### src/hdl/round_robin_completion_times_defines.svh
// Assertion macros shared by the round-robin completion-time RTL.
`ifndef ROUND_ROBIN_COMPLETION_TIMES_DEFINES_SVH
`define ROUND_ROBIN_COMPLETION_TIMES_DEFINES_SVH

// Same-cycle implication, clocked on aclk, off while aresetn is low.
`define RRCT_ASSERT_NOW(label, ante, cons) \
    label: assert property (@(posedge aclk) disable iff (!aresetn) (ante) |-> (cons)) \
        else $error("rrct assertion failed");

// Next-cycle implication, clocked on aclk, off while aresetn is low.
`define RRCT_ASSERT_NEXT(label, ante, cons) \
    label: assert property (@(posedge aclk) disable iff (!aresetn) (ante) |=> (cons)) \
        else $error("rrct assertion failed");

`endif

### src/hdl/rrct_pkg.sv
// Package: sizes and the job record for the round-robin completion-time block.
`timescale 1ns / 1ps
package rrct_pkg;

    localparam int MAX_JOBS    = 32;
    localparam int IDX_W       = (MAX_JOBS > 1) ? $clog2(MAX_JOBS) : 1;
    localparam int CNT_W       = $clog2(MAX_JOBS + 1);
    localparam int BURST_W     = 16;
    localparam int QUANTUM_W   = 16;
    localparam int TIME_W      = 21;
    localparam int JOB_INDEX_W = 5;

    // One job as it travels around the ring.
    typedef struct packed {
        logic               vld;
        logic [IDX_W-1:0]   idx;
        logic [BURST_W-1:0] burst;
        logic [BURST_W-1:0] rem;
    } job_t;

endpackage

### src/hdl/round_robin_completion_times.sv
// Top level: round-robin completion-time block, job ring plus service stage.
`timescale 1ns / 1ps
`include "round_robin_completion_times_defines.svh"
// Round-robin completion times. Jobs arrive one burst per beat on the s_
// channel, one per cycle while s_ready is high; s_last closes the set. Zero
// bursts and bursts past MAX_JOBS are dropped (their s_last still counts).
// The jobs sit in a ring of MAX_JOBS cells that rotates one cell per cycle,
// unless the m_ channel stalls a finished job, through the service stage at
// its head, so every visit of a job and every pass over an empty cell is one
// shift of the ring. A result beat goes out for each job as it completes, in
// completion order, and m_final_res marks the last one. s_ready stays low
// from the closing beat until the last result has been computed; the next
// set may load while that beat still waits on m_ready. cfg_quantum must be
// written only while idle; the block itself does not enforce it. Zero acts as one.
module round_robin_completion_times (
    input  logic                             aclk,
    input  logic                             aresetn,
    input  logic                             cfg_valid,
    output logic                             cfg_ready,
    input  logic [rrct_pkg::QUANTUM_W-1:0]   cfg_quantum,
    input  logic                             s_valid,
    output logic                             s_ready,
    input  logic [rrct_pkg::BURST_W-1:0]     s_burst_time,
    input  logic                             s_last,
    output logic                             m_valid,
    input  logic                             m_ready,
    output logic [rrct_pkg::JOB_INDEX_W-1:0] m_job_index,
    output logic [rrct_pkg::TIME_W-1:0]      m_turnaround,
    output logic [rrct_pkg::TIME_W-1:0]      m_waiting,
    output logic                             m_final_res
);

    typedef enum logic {
        ST_LOAD,
        ST_SIM
    } state_t;

    state_t                         state_reg;
    logic [rrct_pkg::CNT_W-1:0]     job_count_reg;
    logic [rrct_pkg::QUANTUM_W-1:0] quantum_reg;

    logic                           in_beat;
    logic                           store_en;
    logic                           step;
    logic                           set_done;
    logic                           shift_en;
    logic [rrct_pkg::QUANTUM_W-1:0] q_eff;
    rrct_pkg::job_t                 new_job;
    rrct_pkg::job_t                 served;
    rrct_pkg::job_t                 tail_in;
    rrct_pkg::job_t                 ring [rrct_pkg::MAX_JOBS];

    // config: always ready, one register
    assign cfg_ready = 1'b1;

    always_ff @(posedge aclk) begin
        if (!aresetn) begin
            quantum_reg <= rrct_pkg::QUANTUM_W'(1);
        end else if (cfg_valid) begin
            quantum_reg <= cfg_quantum;
        end
    end

    assign q_eff = (quantum_reg == '0) ? rrct_pkg::QUANTUM_W'(1) : quantum_reg;

    // input side
    assign s_ready  = (state_reg == ST_LOAD);
    assign in_beat  = s_valid && s_ready;
    assign store_en = in_beat && (s_burst_time != '0)
                   && (job_count_reg < rrct_pkg::CNT_W'(rrct_pkg::MAX_JOBS));

    assign new_job.vld   = 1'b1;
    assign new_job.idx   = rrct_pkg::IDX_W'(job_count_reg);
    assign new_job.burst = s_burst_time;
    assign new_job.rem   = s_burst_time;

    // Loading pushes into the tail; during a set the head's job comes back
    // in at the tail after its slice, so the ring order is the visit order.
    assign tail_in  = (state_reg == ST_SIM) ? served : new_job;
    assign shift_en = store_en || ((state_reg == ST_SIM) && step);

    always_ff @(posedge aclk) begin
        if (!aresetn) begin
            state_reg     <= ST_LOAD;
            job_count_reg <= '0;
        end else begin
            unique case (state_reg)
                ST_LOAD: begin
                    if (store_en) begin
                        job_count_reg <= job_count_reg + rrct_pkg::CNT_W'(1);
                    end
                    if (in_beat && s_last) begin
                        if (store_en || (job_count_reg != '0)) begin
                            state_reg <= ST_SIM;
                        end
                    end
                end
                ST_SIM: begin
                    if (set_done) begin
                        state_reg     <= ST_LOAD;
                        job_count_reg <= '0;
                    end
                end
                default: begin
                    state_reg <= ST_LOAD;
                end
            endcase
        end
    end

    // cell k takes from cell k+1; the last cell takes the tail input
    for (genvar k = 0; k < rrct_pkg::MAX_JOBS; k++) begin : g_ring
        rrct_pkg::job_t cell_in;
        if (k == rrct_pkg::MAX_JOBS - 1) begin : g_tail
            assign cell_in = tail_in;
        end else begin : g_mid
            assign cell_in = ring[k+1];
        end
        rrct_cell u_cell (
            .aclk     (aclk),
            .aresetn  (aresetn),
            .shift_en (shift_en),
            .clear    (set_done),
            .job_in   (cell_in),
            .job_out  (ring[k])
        );
    end

    rrct_serve u_serve (
        .aclk         (aclk),
        .aresetn      (aresetn),
        .active       (state_reg == ST_SIM),
        .quantum      (q_eff),
        .job_count    (job_count_reg),
        .head         (ring[0]),
        .served       (served),
        .step         (step),
        .set_done     (set_done),
        .m_valid      (m_valid),
        .m_ready      (m_ready),
        .m_job_index  (m_job_index),
        .m_turnaround (m_turnaround),
        .m_waiting    (m_waiting),
        .m_final_res  (m_final_res)
    );

    `RRCT_ASSERT_NOW(a_count_bound, 1'b1, job_count_reg <= rrct_pkg::CNT_W'(rrct_pkg::MAX_JOBS))
    `RRCT_ASSERT_NOW(a_sim_nonempty, state_reg == ST_SIM, job_count_reg != '0)
    `RRCT_ASSERT_NEXT(a_final_marked, set_done, m_valid && m_final_res)
    `RRCT_ASSERT_NEXT(a_done_reopens, set_done, s_ready && (job_count_reg == '0))

endmodule

### src/hdl/rrct_cell.sv
// Ring cell: holds one job and takes its neighbor's job on each shift.
`timescale 1ns / 1ps
module rrct_cell (
    input  logic          aclk,
    input  logic          aresetn,
    input  logic          shift_en,
    input  logic          clear,
    input  rrct_pkg::job_t job_in,
    output rrct_pkg::job_t job_out
);

    logic                        vld_reg;
    logic [rrct_pkg::IDX_W-1:0]   idx_reg;
    logic [rrct_pkg::BURST_W-1:0] burst_reg;
    logic [rrct_pkg::BURST_W-1:0] rem_reg;

    always_ff @(posedge aclk) begin
        if (!aresetn) begin
            vld_reg <= 1'b0;
        end else if (clear) begin
            vld_reg <= 1'b0;
        end else if (shift_en) begin
            vld_reg <= job_in.vld;
        end
        // payload needs no reset, vld guards it
        if (shift_en) begin
            idx_reg   <= job_in.idx;
            burst_reg <= job_in.burst;
            rem_reg   <= job_in.rem;
        end
    end

    assign job_out.vld   = vld_reg;
    assign job_out.idx   = idx_reg;
    assign job_out.burst = burst_reg;
    assign job_out.rem   = rem_reg;

endmodule

### src/hdl/rrct_serve.sv
// Service stage at the ring head: runs one slice, keeps the clock, holds the result beat.
`timescale 1ns / 1ps
`include "round_robin_completion_times_defines.svh"
module rrct_serve (
    input  logic                             aclk,
    input  logic                             aresetn,
    input  logic                             active,
    input  logic [rrct_pkg::QUANTUM_W-1:0]   quantum,
    input  logic [rrct_pkg::CNT_W-1:0]       job_count,
    input  rrct_pkg::job_t                   head,
    output rrct_pkg::job_t                   served,
    output logic                             step,
    output logic                             set_done,
    output logic                             m_valid,
    input  logic                             m_ready,
    output logic [rrct_pkg::JOB_INDEX_W-1:0] m_job_index,
    output logic [rrct_pkg::TIME_W-1:0]      m_turnaround,
    output logic [rrct_pkg::TIME_W-1:0]      m_waiting,
    output logic                             m_final_res
);

    logic [rrct_pkg::TIME_W-1:0]      sim_time_reg;
    logic [rrct_pkg::CNT_W-1:0]       done_count_reg;
    logic                             m_valid_reg;
    logic [rrct_pkg::JOB_INDEX_W-1:0] job_index_reg;
    logic [rrct_pkg::TIME_W-1:0]      turnaround_reg;
    logic [rrct_pkg::TIME_W-1:0]      waiting_reg;
    logic                             final_reg;

    logic                             live;
    logic                             fin;
    logic                             out_free;
    logic                             last_one;
    logic [rrct_pkg::BURST_W-1:0]     slice;
    logic [rrct_pkg::TIME_W-1:0]      sim_time_next;
    logic [rrct_pkg::TIME_W-1:0]      waiting_next;

    assign live     = head.vld && (head.rem != '0);
    assign fin      = live && (head.rem <= quantum);
    assign out_free = !m_valid_reg || m_ready;
    assign step     = active && (!fin || out_free);
    assign last_one = (done_count_reg + rrct_pkg::CNT_W'(1)) == job_count;
    assign set_done = step && fin && last_one;

    assign slice         = fin ? head.rem : quantum;
    assign sim_time_next = sim_time_reg + rrct_pkg::TIME_W'(slice);
    assign waiting_next  = sim_time_next - rrct_pkg::TIME_W'(head.burst);

    always_comb begin
        served = head;
        if (live) begin
            served.rem = head.rem - slice;
        end
    end

    always_ff @(posedge aclk) begin
        if (!aresetn) begin
            sim_time_reg   <= '0;
            done_count_reg <= '0;
            m_valid_reg    <= 1'b0;
        end else begin
            if (m_ready) begin
                m_valid_reg <= 1'b0;
            end
            if (step && live) begin
                if (set_done) begin
                    sim_time_reg   <= '0;
                    done_count_reg <= '0;
                end else begin
                    sim_time_reg <= sim_time_next;
                    if (fin) begin
                        done_count_reg <= done_count_reg + rrct_pkg::CNT_W'(1);
                    end
                end
                if (fin) begin
                    m_valid_reg <= 1'b1;
                end
            end
        end
        if (step && fin) begin
            job_index_reg  <= rrct_pkg::JOB_INDEX_W'(head.idx);
            turnaround_reg <= sim_time_next;
            waiting_reg    <= waiting_next;
            final_reg      <= last_one;
        end
    end

    assign m_valid      = m_valid_reg;
    assign m_job_index  = job_index_reg;
    assign m_turnaround = turnaround_reg;
    assign m_waiting    = waiting_reg;
    assign m_final_res  = final_reg;

    `RRCT_ASSERT_NOW(a_done_bound, 1'b1, done_count_reg <= job_count)
    `RRCT_ASSERT_NEXT(a_stall_holds_clock, active && !step, sim_time_reg == $past(sim_time_reg))
    `RRCT_ASSERT_NEXT(a_finish_gives_beat, step && fin, m_valid)

endmodule

### config.mk
export PLATFORM = sky130hd
export DESIGN_NAME = round_robin_completion_times
export DESIGN_NICKNAME = d
export VERILOG_FILES = /design/src/hdl/rrct_pkg.sv /design/src/hdl/round_robin_completion_times.sv /design/src/hdl/rrct_cell.sv /design/src/hdl/rrct_serve.sv
export VERILOG_INCLUDE_DIRS = /design/src /design/src/hdl
export SDC_FILE = /design/constraint.sdc
export NUM_CORES = 1
export LEC_CHECK = 0
export ABC_CLOCK_PERIOD_IN_PS = 19800
export BUFFER_PORTS_ARGS = -buffer_cell sky130_fd_sc_hd__buf_2
export CAP_MARGIN = 10
export CORE_ASPECT_RATIO = 1.75
export CORE_MARGIN = 10
export CORE_UTILIZATION = 55
export CTS_CLUSTER_DIAMETER = 40
export CTS_CLUSTER_SIZE = 14
export DETAILED_ROUTE_END_ITERATION = 12
export GPL_TIMING_DRIVEN = 0
export PLACE_DENSITY = 0.74
export SYNTH_ARGS = -nofsm -noshare
export SYNTH_HDL_FRONTEND = slang
export SYNTH_SLANG_ARGS = --single-unit
### constraint.sdc
create_clock -name aclk -period 19.8 [get_ports aclk]
set_input_delay 4.95 -clock aclk [delete_from_list [all_inputs] [get_ports aclk]]
set_output_delay 4.95 -clock aclk [all_outputs]
set_load 0.01 [all_outputs]
Word-level counts from Yosys, hierarchy flattened
Cells that the tools add are included.
{ "totals": {"output_inout_bits": 51, "inputBits": 38, "regBits": 1315} }
{ "classes": {"add_sub_neg": 5, "bitwise_logic": 2, "reduce_logical": 25, "n_mux": 17, "order_cmp": 2, "eq_ne": 3} }
{ "op_table": {"columns": ["operator", "count"], "rows": [
  ["two-way mux 16 bit", 3],
  ["two-way mux 38 bit", 1],
  ["nonzero test 16 bit", 2],
  ["two-way mux 6 bit", 4],
  ["adder 21 x 16 -> 21 bit", 1],
  ["two-way mux 21 bit", 1],
  ["subtractor 21 x 16 -> 21 bit", 1],
  ["<= comparator 16 bit", 1],
  ["logical NOT 16 bit", 1],
  ["subtractor 16 bit", 1],
  ["adder 6 x 1 -> 6 bit, second input constant", 2],
  ["one-hot mux 6 bit (2 select lines)", 1],
  ["logical AND 1 bit", 11],
  ["equality test 6 bit", 1],
  ["< comparator 6 bit, second input constant", 1],
  ["two-way mux 1 bit", 6],
  ["nonzero test 6 bit", 1],
  ["logical OR 1 bit", 4],
  ["!= test 2 x 1 -> 1 bit, second input constant", 2],
  ["AND reduction 2 bit", 2],
  ["logical NOT 1 bit", 2],
  ["inverter 1 bit", 2],
  ["one-hot mux 1 bit (2 select lines)", 1],
  ["nonzero test 2 bit", 1],
  ["OR reduction 2 bit", 1]
]} }

Depth between registers and ports, before layout
Gate-level depths: netlist of the first run.
{ "depth": {"ltp_word": 11, "mapped_depth": 30, "depth_no_buf": 28} }

By module
A second synthesis of the first run with hierarchy kept.
{ "unflattened": {"hier_cells": 2195, "hier_area_um2": 44770.4} }
{ "modules_own_cells": {"columns": ["module", "area_each_um2", "cells_each", "instances"], "rows": [
  ["rrct_cell", 1161.1, 41, 32],
  ["rrct_serve", 6074.6, 665, 1],
  ["round_robin_completion_times", 1540.2, 218, 1]
]} }

Worst setup path after synthesis of the first run
No wires, ideal clock.
{ "synth_path": {"kind": "input to register", "from": "input port s_burst_time[14] in the netlist's numbering", "to": "register g_ring[1].u_cell.vld_reg", "path_stages": 7, "setup_slack_ns": -0.371, "setup_ns": 0.673, "n_path_buf": 1, "arrival_ns": 19.497, "t_required_ns": 19.127, "cell_sequence": "nor4_1 nand4_1 nand3_1 o21a_4 inv_2 buf_2 mux2i_1"} }
{ "synth_between": {"elab_chain_len": 4} }
{ "synth_lines": {"columns": ["element", "line", "rtl"], "rows": [
  ["from (decl)", "round_robin_completion_times.sv:23", "input logic [rrct_pkg::BURST_W-1:0] s_burst_time,"],
  ["nonzero test 16 bit", "round_robin_completion_times.sv:69", "assign store_en = in_beat && (s_burst_time != '0)"],
  ["logical AND 1 bit", "round_robin_completion_times.sv:69", null],
  ["logical AND 1 bit", "round_robin_completion_times.sv:70", "&& (job_count_reg < rrct_pkg::CNT_W'(rrct_pkg::MAX_JOBS));"],
  ["logical OR 1 bit", "round_robin_completion_times.sv:80", "assign shift_en = store_en || ((state_reg == ST_SIM) && step);"],
  ["named net g_ring[0].u_cell.shift_en", "rrct_cell.sv:6", "input logic shift_en,"],
  ["to (signal assigned)", "rrct_cell.sv:23", "vld_reg <= job_in.vld;"],
  ["to (decl)", "rrct_cell.sv:12", "logic vld_reg;"]
]} }
The timed path passes the listed nets, and every way through them passes these cells.
A chain may end at the register's enable or synchronous reset.

Worst setup path after layout of the first run
{ "layout_path": {"from": "input port s_burst_time[6] in the netlist's numbering", "to": "register g_ring[7].u_cell.rem_reg[2] in the netlist's numbering, enable pin"} }
{ "layout_between": {"elab_chain_len": 4} }
{ "layout_lines": {"columns": ["element", "line", "rtl"], "rows": [
  ["nonzero test 16 bit", "round_robin_completion_times.sv:69", null],
  ["logical AND 1 bit", "round_robin_completion_times.sv:69", null],
  ["logical AND 1 bit", "round_robin_completion_times.sv:70", null],
  ["logical OR 1 bit", "round_robin_completion_times.sv:80", null],
  ["named net g_ring[0].u_cell.shift_en", "rrct_cell.sv:6", null],
  ["to (signal assigned)", "rrct_cell.sv:29", "rem_reg <= job_in.rem;"],
  ["to (decl)", "rrct_cell.sv:15", "logic [rrct_pkg::BURST_W-1:0] rem_reg;"]
]} }
The timed path passes the listed nets, and every way through them passes these cells.

==> results of run 1 <==
## metal layers
layer / track usage / share of wire / vias to the layer above
met5: 0 / 0.00046 / -
met4: 0.0710 / 0.031 / 4
met3: 0.0264 / 0.049 / 138
met2: 0.247 / 0.48 / 458
met1: 0.233 / 0.44 / 9673
li1: - / - / 8701
## worst register-to-register path, stage by stage, from the launching register on
cell,delay [ns]
dfxtp_1,0.41
nor4_1,0.35
a41o_1,0.28
ha_1,0.16
nor2b_1,0.04
o21a_1,0.15
o21ai_0,0.13
a21oi_1,0.15
nor4_2,0.45
or2_2,0.21
buf_2,0.21
buf_2,0.27
a21oi_1,0.16
ha_1,0.28
fa_1,0.47
a211oi_2,0.26
o21ai_2,0.15
o2111ai_1,0.32
a21boi_1,0.18
o21a_1,0.22
o311ai_0,0.93
ha_1,0.45
nand3_1,0.15
nor2_1,0.06
a221oi_1,0.39
a21boi_0,0.31
nand4b_1,0.15
xnor2_1,0.16
## cells by family after synthesis
logic type / count (synthesis) / synth area share
muxes: 69 / 0.0162
and+or+nand+nor: 287 / 0.0319
buffers and inverters: 101 / 0.00958
other: 1 / 0.0000849
AOI/OAI and AO/OA: 237 / 0.0363
DFF: 1315 / 0.876
adders and majority gates: 69 / 0.0201
xor gates and xnor gates: 52 / 0.0103
## final cells by class
class | instances | area, um2
clock inverter | 28 | 354
multi-input combinational | 715 | 5060
inverter | 58 | 218
tap | 1042 | 1300
buffer | 43 | 228
fill | 5377 | 30100
antenna | 3 | 7.51
sequential | 1315 | 38700
clock buffer | 174 | 3130
timing repair buffer | 92 | 611
## cells in the final DEF, fill, tap and decap left out, types with 55 or more instances in the layout
cell type	count
edfxtp_1	1232
clkbuf_16	115
buf_2	98
dfxtp_1	83
clkbuf_1	79
ha_1	66
nand2_1	65
a21oi_1	65
nor2_1	65
nand3_1	64
inv_1	55
## per-stage QoR
| stage | hold WS [ns] | power, uW | instance area (um2) | utilization |
|---|---|---|---|---|
| floorplan | 0.400 | 3800 | 44100 | - |
| global placement | 0.401 | 3930 | 45900 | 0.576 |
| detailed placement | 0.405 | 3860 | 46100 | 0.578 |
| CTS | 0.407 | 5970 | 49600 | 0.622 |
| global route | 0.415 | 6120 | 49600 | 0.622 |
| finish | 0.406 | 5890 | 49600 | 0.622 |
## power groups by stage
stage,registers [uW],logic (uW),clock network (uW)
6_report,3540,266,2080
5_1_grt,3570,293,2250
4_1_cts,3550,267,2160
3_5_place_dp,3590,267,0
3_3_place_gp,3680,249,0
2_1_floorplan,3620,183,0
## worst min-delay path by stage
stage,start,end,cells past startpoint
floorplan,g_ring[1].u_cell.burst_reg[0]$_DFFE_PP_,g_ring[0].u_cell.burst_reg[0]$_DFFE_PP_,0
global placement,g_ring[6].u_cell.rem_reg[7]$_DFFE_PP_,g_ring[5].u_cell.rem_reg[7]$_DFFE_PP_,0
detailed placement,g_ring[1].u_cell.burst_reg[0]$_DFFE_PP_,g_ring[0].u_cell.burst_reg[0]$_DFFE_PP_,0
CTS,g_ring[31].u_cell.rem_reg[8]$_DFFE_PP_,g_ring[30].u_cell.rem_reg[8]$_DFFE_PP_,0
global route,g_ring[18].u_cell.rem_reg[5]$_DFFE_PP_,g_ring[17].u_cell.rem_reg[5]$_DFFE_PP_,0
finish,g_ring[10].u_cell.rem_reg[7]$_DFFE_PP_,g_ring[9].u_cell.rem_reg[7]$_DFFE_PP_,0
==> results.cfg, run 1 <==
[cells_and_area]
stdcell_count = 3470
nNetsFinal = 2445
synthToLayoutAreaGrowth_pct = 12.3
drive_gt1_frac = 0.119

[power_and_ir_drop]
peakVddDrop_mv = 0.103
pwr-share-comb = 0.045
cellPowerDensity_nw_per_um2 = 119
p_seq_frac = 0.601
swShare = 0.213
p_sw_uw = 1250
p_leak_uw = 0.0174
clockPowerShare = 0.354
p_int_uw = 4640

[critical_path]
crit_slowest_cell = nor4_1
endpoint = g_ring[7].u_cell.rem_reg[2]$_DFFE_PP_
critPathMaxFanout = 218
setup.worst_path.start_class = input pin
r2r-end = u_serve.m_waiting[20]$_DFFE_PP_
path_class = in2reg
r2r-start = quantum_reg[15]$_SDFFE_PN0P_
cp.buffers_inverters = 5
rrSetupSlack_ns = 12.04
crit_start = s_burst_time[6]
cp_data_arrival_time_ns = 8.07
slowest_delay_ns = 0.64
crit_path_end_kind = flip-flop
required_ns = 20.06
crit_family = simple AND/OR/NAND/NOR gates
reg2reg_depth = 27
cp_num_cells = 9
crit_top_cell = buf_16
crit_chain = buf_2, nor4_1, nand4_1, nand3_1, o21a_4, inv_2, buf_16, buf_16, buf_16

[sta]
worst_pin_slew_ns = 1.10
drv_slew = 0
setup_ws_ns = 11.99
rsz0062_at_grt = false
fin_skew_ns = 0.0235
hold_viol_final = 0
final-setup-viol-count = 0
setup_tns_ns = 0
relSlewSlack = 0.257
finalCritPeriodShare = 0.395
max_freq_ghz = 0.128
post-route-min-period_ns = 7.81

[placement]
place_congestion = 0.833
portBuffers = 85
hpwl_mm = 44.5
dp_cells = 3265
place_ws_ns = 11.31

[clock_network]
clkSinkCount = 1315
cts-resized-gates = 0
root_buffer = clkbuf_16
cts_tree = yes
cts_buffers = 113
cts_post_setup_buffers_inserted = 0
clk_latency_ns = 0.72
cts.clk_slew.worst_paths_ns = 0.07
clockBufferDepth = 3
htreeDepth = 3
holdBufCountCts = 0

[floorplan]
initial_core_util = 0.554
rows = 137
core_um2 = 79700
die_area_um2 = 92400
io_pins = 89
die_x_um = 234
die_h_um = 395

[yosys]
seq_area_frac_synth = 0.876
ys_ff_latch = 1315
syn_inst = 2131
netlist-cell-type-count = 75
synth-edff-count = 1232
yosysMostFrequentCell = edfxtp_1
synth_top_area_share = 0.838
synthTopCellsByCount = 1,232 x edfxtp_1, 83 x dfxtp_1, 66 x ha_1
synth_ff_type = edfxtp_1
synth_area_um2 = 44100
yosysTopAreaCell = edfxtp_1
synth_nets = 2238
syn_area_per_cell_um2 = 20.7
ys_warn_count = 0
synth.top_cells.by_area = edfxtp_1 84%, dfxtp_1 3.8%, ha_1 1.9%
synthArstFlopShare = 0

[detailed_routing]
ant_nets = 0
avgViaCountPerCell = 5.47
drt_wl_total_mm = 74.6
route.detailed.drc = 0
first_iter_violations = 1631
drt-wirelength-per-cell_um = 21.5
num_vias = 19000
first_pass_iters = 5

[flow_run]
maxCapViolations = 0

[hold_path]
hold_path_class = reg2reg

[grt]
grtUsageTotal = 0.163
grt_pass1_wl_mm = 114
grt_pass1_vias = 19000
grt_max_degree = 224
grt-ovfl-total = 0
antenna_found_initial = 5

[outcome]
status = completed
(Power assumes the default switching activity.)
==> inputs of run 2 (changes only) <==
--- a/config.mk
+++ b/config.mk
@@ -6,17 +6,18 @@
 export SDC_FILE = /design/constraint.sdc
 export NUM_CORES = 1
 export LEC_CHECK = 0
-export ABC_CLOCK_PERIOD_IN_PS = 19800
+export ABC_AREA = 1
+export ABC_CLOCK_PERIOD_IN_PS = 8000
 export BUFFER_PORTS_ARGS = -buffer_cell sky130_fd_sc_hd__buf_2
 export CAP_MARGIN = 10
 export CORE_ASPECT_RATIO = 1.75
 export CORE_MARGIN = 10
-export CORE_UTILIZATION = 55
+export CORE_UTILIZATION = 61
 export CTS_CLUSTER_DIAMETER = 40
 export CTS_CLUSTER_SIZE = 14
 export DETAILED_ROUTE_END_ITERATION = 12
 export GPL_TIMING_DRIVEN = 0
-export PLACE_DENSITY = 0.74
+export PLACE_DENSITY = 0.78
 export SYNTH_ARGS = -nofsm -noshare
 export SYNTH_HDL_FRONTEND = slang
 export SYNTH_SLANG_ARGS = --single-unit
==> constraint.sdc (replaced) <==
create_clock -name aclk -period 8 [get_ports aclk]
set_input_delay 2 -clock aclk [delete_from_list [all_inputs] [get_ports aclk]]
set_output_delay 2 -clock aclk [all_outputs]
set_load 0.01 [all_outputs]
==> run 2 against run 1 <==
Effect of this change: register-to-register slack worse by 11 ns; sequential share of layout area is 0.13 points higher; power grew to 2.6 times the previous value; sequential cell count stayed put; setup slack worse by 11 ns; non-clock buffer count is 4 lower; first-iteration DRC count is 19% higher; wire length is 4.4% higher; clock power grew to 2.5 times the previous value; largest power group unchanged.
==> results.cfg, run 2 <==
[cells_and_area]
drive_gt1_frac = 0.108
final_cell_mix = 1,232 x edfxtp_1, 212 x nand2_1, 142 x inv_1
stdcell_count = 3564
seqCellArea_um2 = 38700
nNetsFinal = 2664
final_common_cell = edfxtp_1
synthToLayoutAreaGrowth_pct = 12.0
final_area_um2 = 49500
num-fill-cells = 4509
multiInputGateArea_um2 = 4760

[clock_network]
cts-resized-gates = 0
clk_latency_ns = 0.72
cts_tree = yes
clockBufferDepth = 3
cts_buffers = 114
clkSinkCount = 1315
htreeDepth = 3
root_buffer = clkbuf_16
cts_post_setup_buffers_inserted = 0
cts.clk_slew.worst_paths_ns = 0.06
holdBufCountCts = 0

[sta]
worst_pin_slew_ns = 1.06
relSlewSlack = 0.290
rsz0062_at_grt = false
max_freq_ghz = 0.146
post-route-min-period_ns = 6.86
final-setup-viol-count = 0
setup_ws_ns = 1.14
hold_viol_final = 0
setup_tns_ns = 0
drv_slew = 0
fin_skew_ns = 0.0278
finalCritPeriodShare = 0.858

[critical_path]
crit_slowest_cell = o21ai_0
slowest_delay_ns = 0.83
setup.worst_path.start_class = flip-flop
crit_top_cell = nand2_1
critPathMaxFanout = 10
required_ns = 8.44
rrSetupSlack_ns = 1.14
crit_path_end_kind = flip-flop
path_class = reg2reg
cp_data_arrival_time_ns = 7.31

[yosys]
synth_area_um2 = 44200
synth_ff_type = edfxtp_1
syn_area_per_cell_um2 = 18.8
synth_top_area_share = 0.837
seq_area_frac_synth = 0.875
netlist-cell-type-count = 53
synth.top_cells.by_area = edfxtp_1 84%, dfxtp_1 3.8%, ha_1 1.9%
yosysMostFrequentCell = edfxtp_1
synth-edff-count = 1232
synthTopCellsByCount = 1,232 x edfxtp_1, 212 x nand2_1, 143 x inv_1
ys_ff_latch = 1315
ys_warn_count = 0
syn_inst = 2348
synth_nets = 2455
synthArstFlopShare = 0
yosysTopAreaCell = edfxtp_1

[power_and_ir_drop]
swShare = 0.224
p_int_uw = 11800
clockPowerShare = 0.345
p_leak_uw = 0.0176
power.total_uw = 15300
peakVddDrop_mv = 0.246
p_seq_frac = 0.592
p_sw_uw = 3420
pwr-share-comb = 0.063
cellPowerDensity_nw_per_um2 = 308

[detailed_routing]
first_iter_violations = 1945
route.detailed.drc = 0
avgViaCountPerCell = 5.52
ant_nets = 0
wl_met2_mm = 36.5
wl_met3_mm = 4.70
drt_wl_total_mm = 77.9
routed.top_layer = met5
num_vias = 19700
drt-wirelength-per-cell_um = 21.9
wirelength_met1_mm = 33.2
first_pass_iters = 6

[hold_path]
hold_path_class = reg2reg

[grt]
grt-ovfl-total = 0
antenna_found_initial = 4
grt_pass1_vias = 19800
grt_pass1_wl_mm = 119
grt_max_degree = 211
grtUsageTotal = 0.188

[floorplan]
io_pins = 89
die_area_um2 = 84000
initial_core_util = 0.615
rows = 130
die_h_um = 376
core_um2 = 71900
die_x_um = 223

[outcome]
status = completed

[placement]
hpwl_mm = 46.4
portBuffers = 87
dp_cells = 3365
place_ws_ns = 1.15
placed_cell_area_um2 = 46000
place_congestion = 0.895

[flow_run]
maxCapViolations = 0
[run 2: cell count changes after synthesis, sizes merged, moves of 22 or more]
cell,previous run,this run
nand2,65,218
o21ai,33,140
inv,57,151
nor2,65,127
mux2i,51,0
a21o,41,6
a21oi,66,96
nor2b,22,0
[run 2: power by group through the flow]
| stage | Combinational, uW | Clock (uW) | Sequential (uW) |
|---|---|---|---|
| finish | 964 | 5270 | 9040 |
| global route | 1070 | 5640 | 9130 |
| CTS | 968 | 5420 | 9060 |
| detailed placement | 962 | 0 | 9140 |
| global placement | 913 | 0 | 9270 |
| floorplan | 636 | 0 | 9120 |
[run 2: per-stage QoR]
stage                     utilization  hold WS, ns
final                           0.688        0.401
after global routing            0.688        0.405
after CTS                       0.688        0.401
after detailed placement        0.639        0.405
after global placement          0.637        0.401
after floorplan                     -        0.400
[run 2: final timing paths]
check                                              start                                     end  depth (start not counted)
hold / removal    g_ring[23].u_cell.rem_reg[0]$_DFFE_PP_  g_ring[22].u_cell.rem_reg[0]$_DFFE_PP_                          0
setup reg to reg            quantum_reg[15]$_SDFFE_PN0P_         u_serve.m_waiting[19]$_DFFE_PP_                         31
hold reg to reg   g_ring[23].u_cell.rem_reg[0]$_DFFE_PP_  g_ring[22].u_cell.rem_reg[0]$_DFFE_PP_                          0
setup / recovery            quantum_reg[15]$_SDFFE_PN0P_         u_serve.m_waiting[19]$_DFFE_PP_                         31
[run 2: layout make-up]
class | instances | area share
plain buffers | 38 | 0.00460
well taps | 924 | 0.0234
diodes | 2 | 0.000101
clock inverters | 29 | 0.00728
repair buffers | 93 | 0.0120
clock buffers | 168 | 0.0638
flip-flops and latches | 1315 | 0.781
multi-input cells | 844 | 0.0962
inverters | 151 | 0.0115
[run 2: worst max-delay path, delay by kind of cell, from the launching register on]
family | cells | cell delay [ns]
AND/OR/NAND/NOR | 19 | 2.21
AO/OA/AOI/OAI | 4 | 2.04
adder cells (fa/ha/maj) | 3 | 0.95
XOR/XNOR | 2 | 0.72
flip-flops | 1 | 0.33
buffers and inverters | 3 | 0.33
[run 2: per-layer routing]
metal / GRT usage / vias to the layer above
met5: 0 / -
met4: 0.0970 / 4
li1: - / 9163
met2: 0.283 / 600
met3: 0.0358 / 167
met1: 0.262 / 9727
[run 2: kinds of logic after synthesis]
| family | count (synthesis) | synth area share |
|---|---|---|
| AOI/OAI and AO/OA | 272 | 0.0338 |
| xor gates and xnor gates | 48 | 0.00968 |
| adders and majority gates | 69 | 0.0200 |
| buffers and inverters | 189 | 0.0175 |
| DFF | 1315 | 0.875 |
| other | 1 | 0.0000849 |
| and+or+nand+nor | 454 | 0.0441 |
